===== src/hdl/sbacc_pkg.sv =====
// sbacc_pkg: command types and op codes shared by the scene bounds accumulator.
// Depends on nothing; used by sbacc_front, sbacc_back and scene_bounds_accumulator.
`timescale 1ns / 1ps

package sbacc_pkg;

   localparam int unsigned VALUE_W   = 32;
   localparam int unsigned NUM_VALUE = 6;

   // request op codes
   localparam logic [1:0] OP_LOAD_ROW = 2'd0;
   localparam logic [1:0] OP_BOUNDS   = 2'd1;
   localparam logic [1:0] OP_CLEAR    = 2'd2;
   localparam logic [1:0] OP_UNUSED   = 2'd3;

   // classified command kinds
   localparam logic [1:0] KIND_LOAD   = 2'd0;
   localparam logic [1:0] KIND_BOUNDS = 2'd1;
   localparam logic [1:0] KIND_CLEAR  = 2'd2;
   localparam logic [1:0] KIND_NONE   = 2'd3;

   localparam logic [1:0] NUM_ROWS = 2'd3;

   localparam logic signed [VALUE_W-1:0] Q_MAX = 32'sh7FFF_FFFF;
   localparam logic signed [VALUE_W-1:0] Q_MIN = 32'sh8000_0000;

   typedef logic signed [VALUE_W-1:0] value_type;

   typedef struct packed {
      logic [1:0]                    kind;
      logic [1:0]                    row;
      logic [NUM_VALUE-1:0][VALUE_W-1:0] value;
   } cmd_type;

endpackage


===== src/hdl/sbacc_front.sv =====
// sbacc_front: takes request beats, classifies the op and queues the command.
// Depends on sbacc_pkg.
`timescale 1ns / 1ps

module sbacc_front (
   input  logic                     clock,
   input  logic                     reset,
   input  logic                     req_valid,
   output logic                     req_stall,
   input  logic [1:0]               req_op,
   input  logic [1:0]               req_row_index,
   input  logic signed [31:0]       req_value_0,
   input  logic signed [31:0]       req_value_1,
   input  logic signed [31:0]       req_value_2,
   input  logic signed [31:0]       req_value_3,
   input  logic signed [31:0]       req_value_4,
   input  logic signed [31:0]       req_value_5,
   output logic                     cmd_valid,
   output sbacc_pkg::cmd_type       cmd,
   input  logic                     cmd_deq
);
   import sbacc_pkg::*;

   localparam int unsigned DEPTH = 4;
   localparam int unsigned PTR_W = $clog2(DEPTH);

   cmd_type            queue_ff [DEPTH];
   logic [PTR_W-1:0]   wr_ptr_ff, wr_ptr_in;
   logic [PTR_W-1:0]   rd_ptr_ff, rd_ptr_in;
   logic [PTR_W:0]     count_ff, count_in;
   cmd_type            new_cmd;
   logic               push;
   logic               pop;

   always_comb begin
      new_cmd.row   = req_row_index;
      new_cmd.value = {req_value_5, req_value_4, req_value_3,
                       req_value_2, req_value_1, req_value_0};
      unique case (req_op)
         OP_LOAD_ROW: new_cmd.kind = (req_row_index < NUM_ROWS) ? KIND_LOAD : KIND_NONE;
         OP_BOUNDS:   new_cmd.kind = KIND_BOUNDS;
         OP_CLEAR:    new_cmd.kind = KIND_CLEAR;
         OP_UNUSED:   new_cmd.kind = KIND_NONE;
         default:     new_cmd.kind = KIND_NONE;
      endcase
   end

   assign req_stall = (count_ff == (PTR_W+1)'(DEPTH));
   assign push      = req_valid && !req_stall;
   assign cmd_valid = (count_ff != '0);
   assign pop       = cmd_deq && cmd_valid;
   assign cmd       = queue_ff[rd_ptr_ff];

   always_comb begin
      wr_ptr_in = push ? wr_ptr_ff + 1'b1 : wr_ptr_ff;
      rd_ptr_in = pop  ? rd_ptr_ff + 1'b1 : rd_ptr_ff;
      count_in  = count_ff;
      if (push && !pop) begin
         count_in = count_ff + 1'b1;
      end else if (pop && !push) begin
         count_in = count_ff - 1'b1;
      end
   end

   always_ff @(posedge clock) begin
      if (reset) begin
         wr_ptr_ff <= '0;
         rd_ptr_ff <= '0;
         count_ff  <= '0;
      end else begin
         wr_ptr_ff <= wr_ptr_in;
         rd_ptr_ff <= rd_ptr_in;
         count_ff  <= count_in;
      end
   end

   always_ff @(posedge clock) begin
      if (push) begin
         queue_ff[wr_ptr_ff] <= new_cmd;
      end
   end

endmodule


===== config.mk =====
export PLATFORM = sky130hd
export DESIGN_NAME = sbacc_front
export DESIGN_NICKNAME = d
export VERILOG_FILES = /design/src/hdl/sbacc_pkg.sv /design/src/hdl/sbacc_front.sv
export SDC_FILE = /design/constraint.sdc
export NUM_CORES = 1
export LEC_CHECK = 0
export BUFFER_PORTS_ARGS = -buffer_cell sky130_fd_sc_hd__buf_2
export CAP_MARGIN = 0
export CORE_MARGIN = 1.5
export CORE_UTILIZATION = 55
export CTS_BUF_LIST = sky130_fd_sc_hd__clkbuf_8
export DETAILED_ROUTE_END_ITERATION = 10
export GPL_TIMING_DRIVEN = 0
export PLACE_DENSITY = 0.82
export SLEW_MARGIN = 5
export SYNTH_ARGS = -nofsm -noshare
export SYNTH_HDL_FRONTEND = slang
export SYNTH_SLANG_ARGS = --single-unit

===== constraint.sdc =====
create_clock -name clock -period 6.6 [get_ports clock]
set_clock_uncertainty 0.2 [all_clocks]
set_input_delay 0 -clock clock [delete_from_list [all_inputs] [get_ports clock]]
set_output_delay 0 -clock clock [all_outputs]
set_load 0.005 [all_outputs]

==> results of run 1 <==
## stage by stage
step	TNS, ps	utilization
finish	0	0.740
global route	0	0.740
CTS	0	0.740
detailed placement	0	0.622
global placement	-2347830	0.613
floorplan	0	-
## critical path, delay by kind of cell, from the launching register on
kind | cells | cell delay (ps)
buf+inv | 4 | 1480
flops | 1 | 310
mux | 1 | 380
## layer usage
metal	vias to the layer above	track usage
met5	-	0
met4	2	0.118
met3	150	0.0597
met2	755	0.460
met1	8098	0.315
li1	6579	-
## worst paths after layout
check	endpoint	startpoint	depth (start not counted)
setup reg to reg	queue_ff[2][133]	count_ff[1]	5
hold / removal	queue_ff[3][194]	req_op[1]	3
setup / recovery	cmd[102]	register	5
hold reg to reg	wr_ptr_ff[1]	wr_ptr_ff[1]	2
## state kept, by name (all words and copies together), names as in the netlist, named ones only
signal / flops
count_ff: 3
rd_ptr_ff: 2
queue_ff: 784
wr_ptr_ff: 2
## layout make-up
type,instances,area (um2),share of cell area
sequential,793,23700,0.622
clock buffer,118,1620,0.0426
clock inverter,92,454,0.0119
buffer,45,323,0.00847
timing repair buffer,812,6400,0.168
antenna,8,20.0,0.000525
tap,680,851,0.0223
inverter,4,15.0,0.000394
multi-input combinational,233,4700,0.123
## cell usage in the layout, fill, tap and decap left out, drive strengths merged
cell type,instances
a21oi,2
and2,4
buf,450
bufinv,2
clkbuf,125
clkinv,46
clkinvlp,4
dfxtp,9
diode,8
dlygate4sd3,400
edfxtp,784
fa,1
ha,5
inv,44
mux2i,2
mux4,196
nand2,1
nand2b,2
nor2,6
nor3b,1
o21ai,2
o21bai,2
o311ai,1
o31ai,1
or3,3
xor2,4
## cell usage after synthesis
master,instances
nor3b_1,1
edfxtp_1,784
xor2_1,4
ha_1,5
and2_1,4
buf_6,17
o21ai_0,2
mux2i_1,2
nand2_1,1
inv_1,4
clkbuf_1,7
o21bai_1,2
nor2_1,6
fa_1,1
o311ai_0,1
a21oi_1,2
buf_2,21
o31ai_1,1
dfxtp_1,9
or3_1,3
nand2b_1,2
mux4_2,196
## power by group through the flow
stage | logic [uW] | registers, uW | clock network (uW)
floorplan | 1740 | 6310 | 0
finish | 3200 | 6190 | 3590
global route | 3400 | 6220 | 3850
CTS | 3170 | 6170 | 3560
detailed placement | 2960 | 6270 | 0
global placement | 2840 | 6400 | 0
## cells by family (layout without fill, tap and decap cells)
group,Yosys count,in the layout,share of synthesized area
flip-flops,793,793,0.825
multiplexers,198,198,0.154
buffers and inverters,49,1071,0.0117
AND/OR/NAND/NOR,17,17,0.00313
AO/OA/AOI/OAI,8,8,0.00178
adder cells (fa/ha/maj),6,6,0.00287
XOR/XNOR,4,4,0.00122
other,0,8,0
## what timing repair did
item,in CTS,in global routing
hold buffers,400,0
endpoints found under the hold margin,858,0
setup endpoints to repair,0,0
==> results by stage, run 1 <==
Critical path:
- The start-to-end type of the worst setup path is reg2out.
- The arrival time of data at the critical path endpoint is 2920 ps.
- The critical path goes through buf_2 > clkbuf_1 > buf_2 > mux4_2 > buf_2.
- The critical-path cell with the highest stage delay is clkbuf_1.
- The critical path's most frequent cell is buf_2.
- The worst setup path is launched from a register.
- The required arrival time at the worst endpoint is 6400 ps.
- The largest fanout on the critical path is 10.
- The setup slack of the worst register-to-register path is 3730 ps.
- The delay of the slowest critical-path stage is 640 ps.
- The type of element capturing the critical path is an output port.

Drt:
- The number of iterations in the first detailed-routing pass is 5.
- The routed length on met1 is 24700 um.
- After the first detailed-routing iteration, the DRC count stood at 1175.
- Wire segments on met2 add up to between 30000 and 40000 um in the final route.
- The top metal layer carrying routed signals is met5.
- The final routed DRC violation total is 0.
- The detailed route wirelength on metal3 is 4780 um.
- Dividing the detail-routed via count by the number of cells gives roughly 5.6.
- The count of nets left with antenna violations once routing finished came out at 0.
- The total routed wirelength is 69700 um.
- Dividing the detail-routed wire length by the instance count gives 25.0 um.
- Summing over every cut layer, the via total after detailed routing is 15600.

Placement:
- Input and output buffers added on the ports amount to 396.
- After detailed placement, the total cell area comes to 0.0320 mm2.
- Detailed placement ended at an HPWL of 37100 um.
- The congestion estimate from routability-driven global placement came to between 0.7 and 0.8.
- The worst slack at placement is 3820 ps.
- Including well taps, the total number of placed cells is approximately 2200.

STA:
- The number of endpoints with negative hold slack in the final report is 0.
- Based on the critical path, the design can be clocked at up to 320 MHz.
- The number of endpoints failing setup at the final stage is 0.
- For the pin with the worst max-slew slack, the measured transition is 797 ps.
- Setup repair after global routing left no endpoint under its margin.
- Across all hold checks on the routed design, the worst slack comes to 75.9 ps.
- The remaining max-slew budget at the tightest pin is 0.469.
- The clock period minus final worst setup slack is between 3000 and 4000 ps.
- The final max-slew violation count is 0.
- Dividing the final minimum period by the clock period gives 0.473.
- Setup slack on the critical path of the routed design comes to 3480 ps.

Synth:
- The number of synthesis warnings is 0.
- The post-synthesis cell area is 0.0288 mm2.
- The cell count after synthesis came out at 1075.
- By area the synthesized netlist is led by edfxtp_1 82%, mux4_2 15%, buf_6 0.67%.
- The synthesized netlist contains 22 unique library cells.
- The largest area contributor in the netlist is edfxtp_1.
- Synthesis inferred 793 register bits.
- Synthesis produced a netlist with a net count of 1281.
- The proportion of netlist area held by the largest area contributor is 0.819.
- The register area share after synthesis is 0.825.
- Dividing the synthesized area by the synthesized cell count gives ~27 um2.

Die:
- The die area is 0.0537 mm2.
- The area inside the core boundary is 0.0515 mm2.
- Measured along the x axis, the die boundary spans approximately 230 um.
- The initial standard-cell utilization of the core is 0.558.
- The vertical extent of the die is 232 um.
- The count of pins on the block boundary is ~400.
- The floorplan row count is 83.

Power and ir drop:
- The worst-case IR drop observed on VDD is 251 uV.
- The fraction of power spent switching nets is 0.273.
- For this design the total switching power over the nets is 3540 uW.
- The total power draw is 13000 uW.
- Of the total power, combinational logic draws 0.246.
- The static leakage is 0.0133 uW.
- Internal power comes to 9440 uW.
- Of the total power, the clock network draws 0.277.
- Of the total power, registers draw 0.477.
- The power per cell area is 341 mW/mm2.

Clock tree:
- After clock tree synthesis, the clock-pin slew on the worst setup and hold paths is 70 ps.
- The source-to-sink clock delay at the later pin of the worst-skew pair is 730 ps.
- The CTS tree is yes.
- The tree is rooted in a clkbuf_8.
- The post-cts sizing count is 0.
- The post-CTS setup-driven buffer insertion count is 0.
- The longest clock path from root to sink contains 3 buffers.
- The level count of the clock H-tree is 3.
- The TritonCTS sink count is 793.
- The CTS buffer count is 117.

Worst hold path:
- The path class of the tightest hold or removal check is in2reg.

Finish:
- From synthesis to final layout, the design area changed by 32.6%.
- The final net count is 2212.
- Once layout is done, the placed cells without fillers occupy around 0.038 mm2.
- Fill cells in the final layout number approximately 2700.
- The finished layout holds around 2800 standard cells, fillers aside.
- The share of final-layout standard cells stronger than drive strength 1 is 0.375.

Global routing:
- The first-pass GRT wire length is 103000 um.
- The total congestion overflow is 0.
- The overall routing resource usage is 0.264.
- The number of antenna violations at the first check in global routing was 6.
- The number of global-route vias before repair came to 16800.
- The pin count of the biggest net entering global routing is 58.

Run:
- The max-capacitance violation count is 0.

Run status:
- The flow ran to the end, and the final reports show no timing, DRC or antenna violations.
Power figures use the tool's default switching activity.
==> inputs of run 2 (changes only) <==
Clock period 6.6 ns to 3.2 ns, I/O delays scaled along.
==> results by stage, run 2 (synthesis gave the netlist of run 1 again) <==
Global routing:
- The pin count of the biggest net entering global routing was 55 (was 58).
- The overall routing resource usage is 0.266 (was 0.264).
- The total congestion overflow came to 0 (unchanged).
- The number of antenna violations at the first check in global routing is 6 (unchanged).
- The number of global-route vias before repair is 16900 (was 16800).
- The first-pass GRT wire length came to 104000 um (was 103000 um).

Die:
- The vertical extent of the die was 232 um (unchanged).
- The initial standard-cell utilization of the core is 0.558 (unchanged).
- The die area was 0.0537 mm2 (unchanged).
- The die width is 232 um (unchanged).
- The floorplan row count is 83 (unchanged).
- The area inside the core boundary came to 0.0515 mm2 (unchanged).
- The count of pins on the block boundary is 398 (unchanged).

Clock tree:
- The clock root buffer is clkbuf_8 (unchanged).
- The post-CTS setup-driven buffer insertion count is 0 (unchanged).
- The level count of the clock H-tree is 3 (unchanged).
- The source-to-sink clock delay at the later pin of the worst-skew pair is 720 ps (was 730 ps).
- The CTS buffer count is 117 (unchanged).
- The deepest clock path buffer count is 3 (unchanged).
- The clock transition at the register clock pins on the worst setup and hold paths after CTS is 70 ps (about the same).
- The CTS tree is yes (unchanged).
- The TritonCTS sink count was 793 (unchanged).

Finish:
- The commonest non-fill, non-tap cell in the layout was edfxtp_1 (unchanged).
- The register with the highest flop count was queue_ff (unchanged).
- The fill cell total of the finished layout is 2685 (was 2740).
- The synthesis-to-finish area growth is 33.2% (was 32.6%).
- Commonest cells after routing, fill and taps aside: 784 x edfxtp_1, 417 x buf_2, 401 x dlygate4sd3_1 (was 784 x edfxtp_1, 417 x buf_2, 400 x dlygate4sd3_1).
- The share of final-layout standard cells stronger than drive strength 1 is 0.379 (was 0.375).
- The final non-filler cell total is 2794 (was 2785).
- The flip-flop count of the largest register after layout is 784 (unchanged).
- Largest registers: queue_ff (784), count_ff (3) (unchanged).
- The final net count is 2215 (was 2212).

STA:
- The number of endpoints with negative hold slack in the final report is 0 (unchanged).
- The final hold slack is 119 ps (was 75.9 ps).
- The number of endpoints failing setup at the final stage is 0 (unchanged).
- The worst-margin pin slew is 730 ps (was 797 ps).
- The remaining max-slew budget at the tightest pin is 0.512 (was 0.469).
- The final max-slew violation count was 0 (unchanged).
- The part of the cycle the worst path needs is 0.985.
- The achievable frequency is about 320 MHz.
- The final worst setup slack is 48.6 ps (was 3480 ps).
- The clock period minus final worst setup slack is 3150 ps.

Placement:
- The instance count after placement with tap cells included is 2167 (unchanged).
- The worst slack at placement is 91.8 ps (was 3820 ps).
- The number of buffers added on ports is 396 (unchanged).
- The detailed placer's ending HPWL was 37000 um (was 37100 um).
- The final weighted congestion in routability-driven placement is 0.764 (was 0.767).

Critical path:
- Cell chain of the critical path: nor3b_1 > nor2_4 > ha_1 > inv_1 > fa_1 > mux2i_1 > nor2_1 > dlygate4sd3_1 (was buf_2 > clkbuf_1 > buf_2 > mux4_2 > buf_2).
- The critical-path cell with the highest stage delay is nor3b_1 (was clkbuf_1).
- The start-to-end type of the worst setup path was reg2reg (was reg2out).
- The element type at the critical path start is a register (unchanged).
- The required arrival time at the worst endpoint is 3610 ps (was 6400 ps).
- The type of element capturing the critical path is a register (was output port).
- The delay of the slowest critical-path stage is 640 ps (about the same).
- The largest fanout on the critical path is 9 (was 10).
- The arrival time of data at the critical path endpoint was 3560 ps (was 2920 ps).

Power and ir drop:
- The static leakage was 0.0133 uW (about the same).
- The power per cell area was 715 mW/mm2 (was 341 mW/mm2).
- The worst voltage drop across the vdd grid is 675 uV (was 251 uV).

Drt:
- The final routed DRC violation total was 0 (unchanged).
- The total routed wirelength came to 71400 um (was 69700 um).
- The violation count after the first detailed-route iteration is 1235 (was 1175).
- The number of iterations in the first detailed-routing pass is 5 (unchanged).
- The average routed wire per standard cell came to 25.5 um (was 25.0 um).
- The total vias in the final route is 15900 (was 15600).
- The mean number of vias per cell is 5.69 (was 5.60).
- The remaining antenna violation count after routing was 0 (unchanged).

Run:
- The max-capacitance violation count was 0 (unchanged).

Run status:
- Result of the run: finished clean (unchanged).

Worst hold path:
- The path class of the lowest-slack min-delay path is in2reg (unchanged).
[run 2: what timing repair did]
item | CTS | global route
hold buffers | 401 | 0
gates cloned | 0 | 3
resized for setup | 0 | 2
pin swaps | 0 | 3
endpoints found under the setup margin | 100 | 128
hold endpoints to repair | 907 | 0
[run 2: worst max-delay path: cells and delay by family, from the launching register on]
family / cells / cell delay [ps]
fa+ha+maj: 2 / 710
simple gates: 3 / 860
mux: 1 / 180
buf+inv: 2 / 630
flops: 1 / 450
[run 2: power by group]
group	total (uW)	switching (uW)	internal, uW	leakage (uW)
Clock	7970	3910	4060	0.00126
Sequential	12800	286	12500	0.00726
Combinational	6680	3260	3420	0.00482
Total	27400	7460	20000	0.0133
[run 2: per-layer routing]
layer	up-vias	GRT usage	part of all wire
li1	6592	-	-
met1	8279	0.320	0.35
met2	850	0.458	0.53
met3	173	0.0625	0.077
met4	4	0.121	0.042
met5	-	0	0.00038
[run 2: layout make-up]
| cell class | instances | area, um2 | area share |
|---|---|---|---|
| well taps | 680 | 851 | 0.0222 |
| plain buffers | 44 | 319 | 0.00833 |
| clock inverters | 99 | 603 | 0.0157 |
| multi-input cells | 236 | 4730 | 0.124 |
| inverters | 4 | 15.0 | 0.000392 |
| diodes | 5 | 12.5 | 0.000327 |
| repair buffers | 813 | 6410 | 0.167 |
| clock buffers | 120 | 1650 | 0.0431 |
| flip-flops and latches | 793 | 23700 | 0.619 |
[run 2: per-stage QoR]
step	utilization	power, uW	cell area [um2]	setup TNS (ps)
global placement	0.613	18900	31600	-2019020
detailed placement	0.621	19000	32000	0
finish	0.744	27400	38300	0
global route	0.744	28400	38300	-8.91
CTS	0.743	27200	38300	0
floorplan	-	16500	28800	-537310
[run 2: worst paths after layout]
path                 from            to  slack, ps  depth (start not counted)
min               cmd_deq  rd_ptr_ff[0]        120                          5
min reg2reg  wr_ptr_ff[1]  wr_ptr_ff[1]        340                          2
max           count_ff[2]   count_ff[1]         50                          8
max reg2reg   count_ff[2]   count_ff[1]         50                          8
==> inputs of run 3 (changes only) <==
Settings changed: ABC_AREA set to 1.
==> results by stage, run 3 <==
Finish:
- Commonest cells after routing, fill and taps aside: 784 x edfxtp_1, 460 x buf_2, 400 x nor2_1, 400 x dlygate4sd3_1, 210 x o21ai_0 (was 784 x edfxtp_1, 417 x buf_2, 401 x dlygate4sd3_1).
- The synthesis-to-finish area growth was 33.3% (was 33.2%).
- The commonest non-fill, non-tap cell in the layout was edfxtp_1 (unchanged).
- The flip-flop count of the largest register after layout is 784 (unchanged).
- The share of final-layout standard cells stronger than drive strength 1 came to 0.223 (was 0.379).
- The register with the highest flop count is queue_ff (unchanged).
- The post-layout instance area is 0.0391 mm2 (was 0.0383 mm2).
- The final net count is 3122 (was 2215).
- Largest registers: queue_ff (784), count_ff (3) (unchanged).
- The fill cell total of the finished layout is 2790 (was 2685).

Synth:
- The compound-gate portion of the synthesized area is 0.110 (was 0.00178).
- Most area-consuming cells after synthesis: edfxtp_1 80%, nor2_1 5.2%, o22ai_1 4.2% (was edfxtp_1 82%, mux4_2 15%, buf_6 0.67%).
- The leading register cell type out of synthesis is edfxtp_1 (unchanged).
- The xor and xnor fraction of the mapped netlist area came to 0 (was 0.00122).
- Commonest cells post-synth: 784 x edfxtp_1, 405 x nor2_1, 210 x o21ai_0, 196 x o22ai_1, 184 x o21ai_1 (was 784 x edfxtp_1, 196 x mux4_2, 21 x buf_2, 17 x buf_6, 9 x dfxtp_1).
- The most common cell in the netlist is edfxtp_1 (unchanged).
- The count of distinct cell types in the synthesized netlist came to 21 (was 22).
- The number of nets in the synthesized netlist came to 2173 (was 1281).
- The fraction of registers with async set or reset after synthesis is 0 (unchanged).
- The count of state elements after synthesis is 793 (unchanged).
- The arithmetic-cell share of the synthesized area counting full adders, half adders and majority gates came to 0.00281 (was 0.00287).
- The share of synthesized cell area in and, or, nand and nor gates is 0.0548 (was 0.00313).
- The largest area contributor in the netlist is edfxtp_1 (unchanged).
- The instance count of the mapped netlist is 1967 (was 1075).
- The number of synthesis warnings was 0 (unchanged).
- The main combinational cell family by area after synthesis is compound AO/OA/AOI/OAI gates (was multiplexers).
- The post-synthesis cell area is 0.0293 mm2 (was 0.0288 mm2).
- The register area share after synthesis is 0.808 (was 0.825).
- The mean area per synthesized cell is 14.9 um2 (was 26.7 um2).
- The number of enable-type register cells in the synthesized netlist is 784 (unchanged).
- The proportion of netlist area held by the largest area contributor is 0.802 (was 0.819).
- The mux share of post-synthesis cell area is 0 (was 0.154).

Drt:
- The average routed wire per standard cell came to 25.4 um (was 25.5 um).
- The remaining antenna violation count after routing is 0 (unchanged).
- The violation count after the first detailed-route iteration is 3042 (was 1235).
- The number of iterations in the first detailed-routing pass is 7 (was 5).
- The final routed DRC violation total came to 0 (unchanged).
- The total vias in the final route came to 22900 (was 15900).
- The mean number of vias per cell was 6.17 (was 5.69).
- The total routed wirelength is 94300 um (was 71400 um).

Clock tree:
- The post-cts sizing count is 0 (unchanged).
- The CTS tree is yes (unchanged).
- The source-to-sink clock delay at the later pin of the worst-skew pair is 740 ps (was 720 ps).
- The CTS buffer count came to 118 (was 117).
- The post-cts hold buffer count is 400 (was 401).
- The post-CTS setup-driven buffer insertion count is 0 (unchanged).
- The clock root buffer is clkbuf_8 (unchanged).
- The TritonCTS sink count is 793 (unchanged).
- The clock transition at the register clock pins on the worst setup and hold paths after CTS was 70 ps (about the same).
- The deepest clock path buffer count is 3 (unchanged).
- The level count of the clock H-tree is 3 (unchanged).

STA:
- The final worst setup slack is 185 ps (was 48.6 ps).
- The final hold slack is 108 ps (was 119 ps).
- The clock period minus final worst setup slack is 3020 ps (was 3150 ps).
- The final max-slew violation count is 0 (unchanged).
- Setup repair after global routing left no endpoint under its margin.
- The worst-margin pin slew came to 840 ps (was 730 ps).
- The achievable frequency is 332 MHz (was 317 MHz).
- The part of the cycle the worst path needs came to 0.942 (was 0.985).
- The number of endpoints with negative hold slack in the final report is 0 (unchanged).
- The remaining max-slew budget at the tightest pin was 0.438 (was 0.512).
- The number of endpoints failing setup at the final stage is 0 (unchanged).
- The aggregate negative setup slack is 0 ps (unchanged).

Power and ir drop:
- The total power draw was 28300 uW (was 27400 uW).
- The static leakage came to 0.0142 uW (was 0.0133 uW).
- The worst voltage drop across the vdd grid was 593 uV (was 675 uV).
- The power per cell area is 724 mW/mm2 (was 715 mW/mm2).

Critical path:
- The start-to-end type of the worst setup path is reg2out (was reg2reg).
- The element type at the critical path start is a register (unchanged).
- The type of element capturing the critical path is an output port (was register).
- The arrival time of data at the critical path endpoint is 2820 ps (was 3560 ps).
- The depth of the worst register-to-register path is 8 (unchanged).
- The largest fanout on the critical path is 10 (was 9).
- The required arrival time at the worst endpoint was 3000 ps (was 3610 ps).

Run status:
- Result of the run: finished clean (unchanged).

Global routing:
- The first-pass GRT wire length was 138000 um (was 104000 um).
- The number of antenna violations at the first check in global routing is 11 (was 6).
- The total congestion overflow was 0 (unchanged).
- The overall routing resource usage is 0.340 (was 0.266).
- The number of global-route vias before repair is 23500 (was 16900).
- The pin count of the biggest net entering global routing was 29 (was 55).

Worst hold path:
- The path class of the lowest-slack min-delay path is in2reg (unchanged).
- The cell count of the worst hold path is 6 (was 5).

Die:
- The die area is 0.0548 mm2 (was 0.0537 mm2).
- The area inside the core boundary is 0.0527 mm2 (was 0.0515 mm2).
- The die width is 234 um (was 232 um).
- The initial standard-cell utilization of the core came to 0.557 (was 0.558).
- The count of pins on the block boundary is 398 (unchanged).
- The floorplan row count came to 84 (was 83).
- The vertical extent of the die is 234 um (was 232 um).

Placement:
- The worst slack at placement is 335 ps (was 91.8 ps).
- The number of buffers added on ports was 397 (was 396).
- The detailed placer's ending HPWL was 49300 um (was 37000 um).
- The final weighted congestion in routability-driven placement is 0.808 (was 0.764).
- The placement-stage cell area came to 0.0329 mm2 (was 0.0320 mm2).

Run:
- The max-capacitance violation count is 0 (unchanged).
run 3: cell types whose count changed in the layout (fill, tap and decap cells not counted), sizes merged, moves of 8 or more:
cell,previous run,this run
clkbuf,126,176
nor2,6,405
clkinv,50,42
mux4,196,0
o21ai,2,394
inv,41,65
o22ai,0,196
buf,450,503
diode,5,16
nand2,1,16
run 3: final timing paths:
check | end | slack (ps) | start
min reg2reg | count_ff[0] | 300 | count_ff[0]
min | wr_ptr_ff[0] | 110 | req_valid
max | cmd[44] | 180 | register
max reg2reg | queue_ff[0][114] | 240 | count_ff[0]
run 3: cell type report:
| type | count | area (um2) | share of cell area |
|---|---|---|---|
| clock inverter | 94 | 480 | 0.0123 |
| timing repair buffer | 829 | 6670 | 0.171 |
| sequential | 793 | 23700 | 0.607 |
| multi-input combinational | 1028 | 4970 | 0.127 |
| antenna | 16 | 40.0 | 0.00102 |
| tap | 688 | 861 | 0.0220 |
| clock buffer | 121 | 1670 | 0.0426 |
| inverter | 17 | 67.6 | 0.00173 |
| buffer | 129 | 632 | 0.0162 |
run 3: metrics by stage:
| step | util | cells |
|---|---|---|
| floorplan | - | 1967 |
| global placement | 0.612 | 3052 |
| detailed placement | 0.625 | 3084 |
| CTS | 0.742 | 3699 |
| global route | 0.742 | 3709 |
| finish | 0.743 | 3715 |
run 3: cell families (layout without fill, tap and decap cells):
group,after synthesis,count (layout)
simple gates,426,426
compound gates,596,596
flops,793,793
other cells,0,16
fa+ha+maj,6,6
buf+inv,146,1190
run 3: worst max-delay path, cell delays in order (launching register included):
cell	delay [ps]
dfxtp_1	570
buf_2	460
clkbuf_2	340
o21ai_0	170
o22ai_1	320
buf_2	190
run 3: metal layers:
metal / track usage / wire length, um / vias up
met1: 0.407 / 31600 / 11200
li1: - / - / 9416
met4: 0.204 / 5960 / 2
met5: 0 / 12 / -
met3: 0.0756 / 9640 / 413
met2: 0.566 / 47100 / 1941
run 3: report_power, final:
group	internal, uW	switching [uW]
clock network	3700	4110
registers	12600	337
logic	2630	4930
total	18900	9380
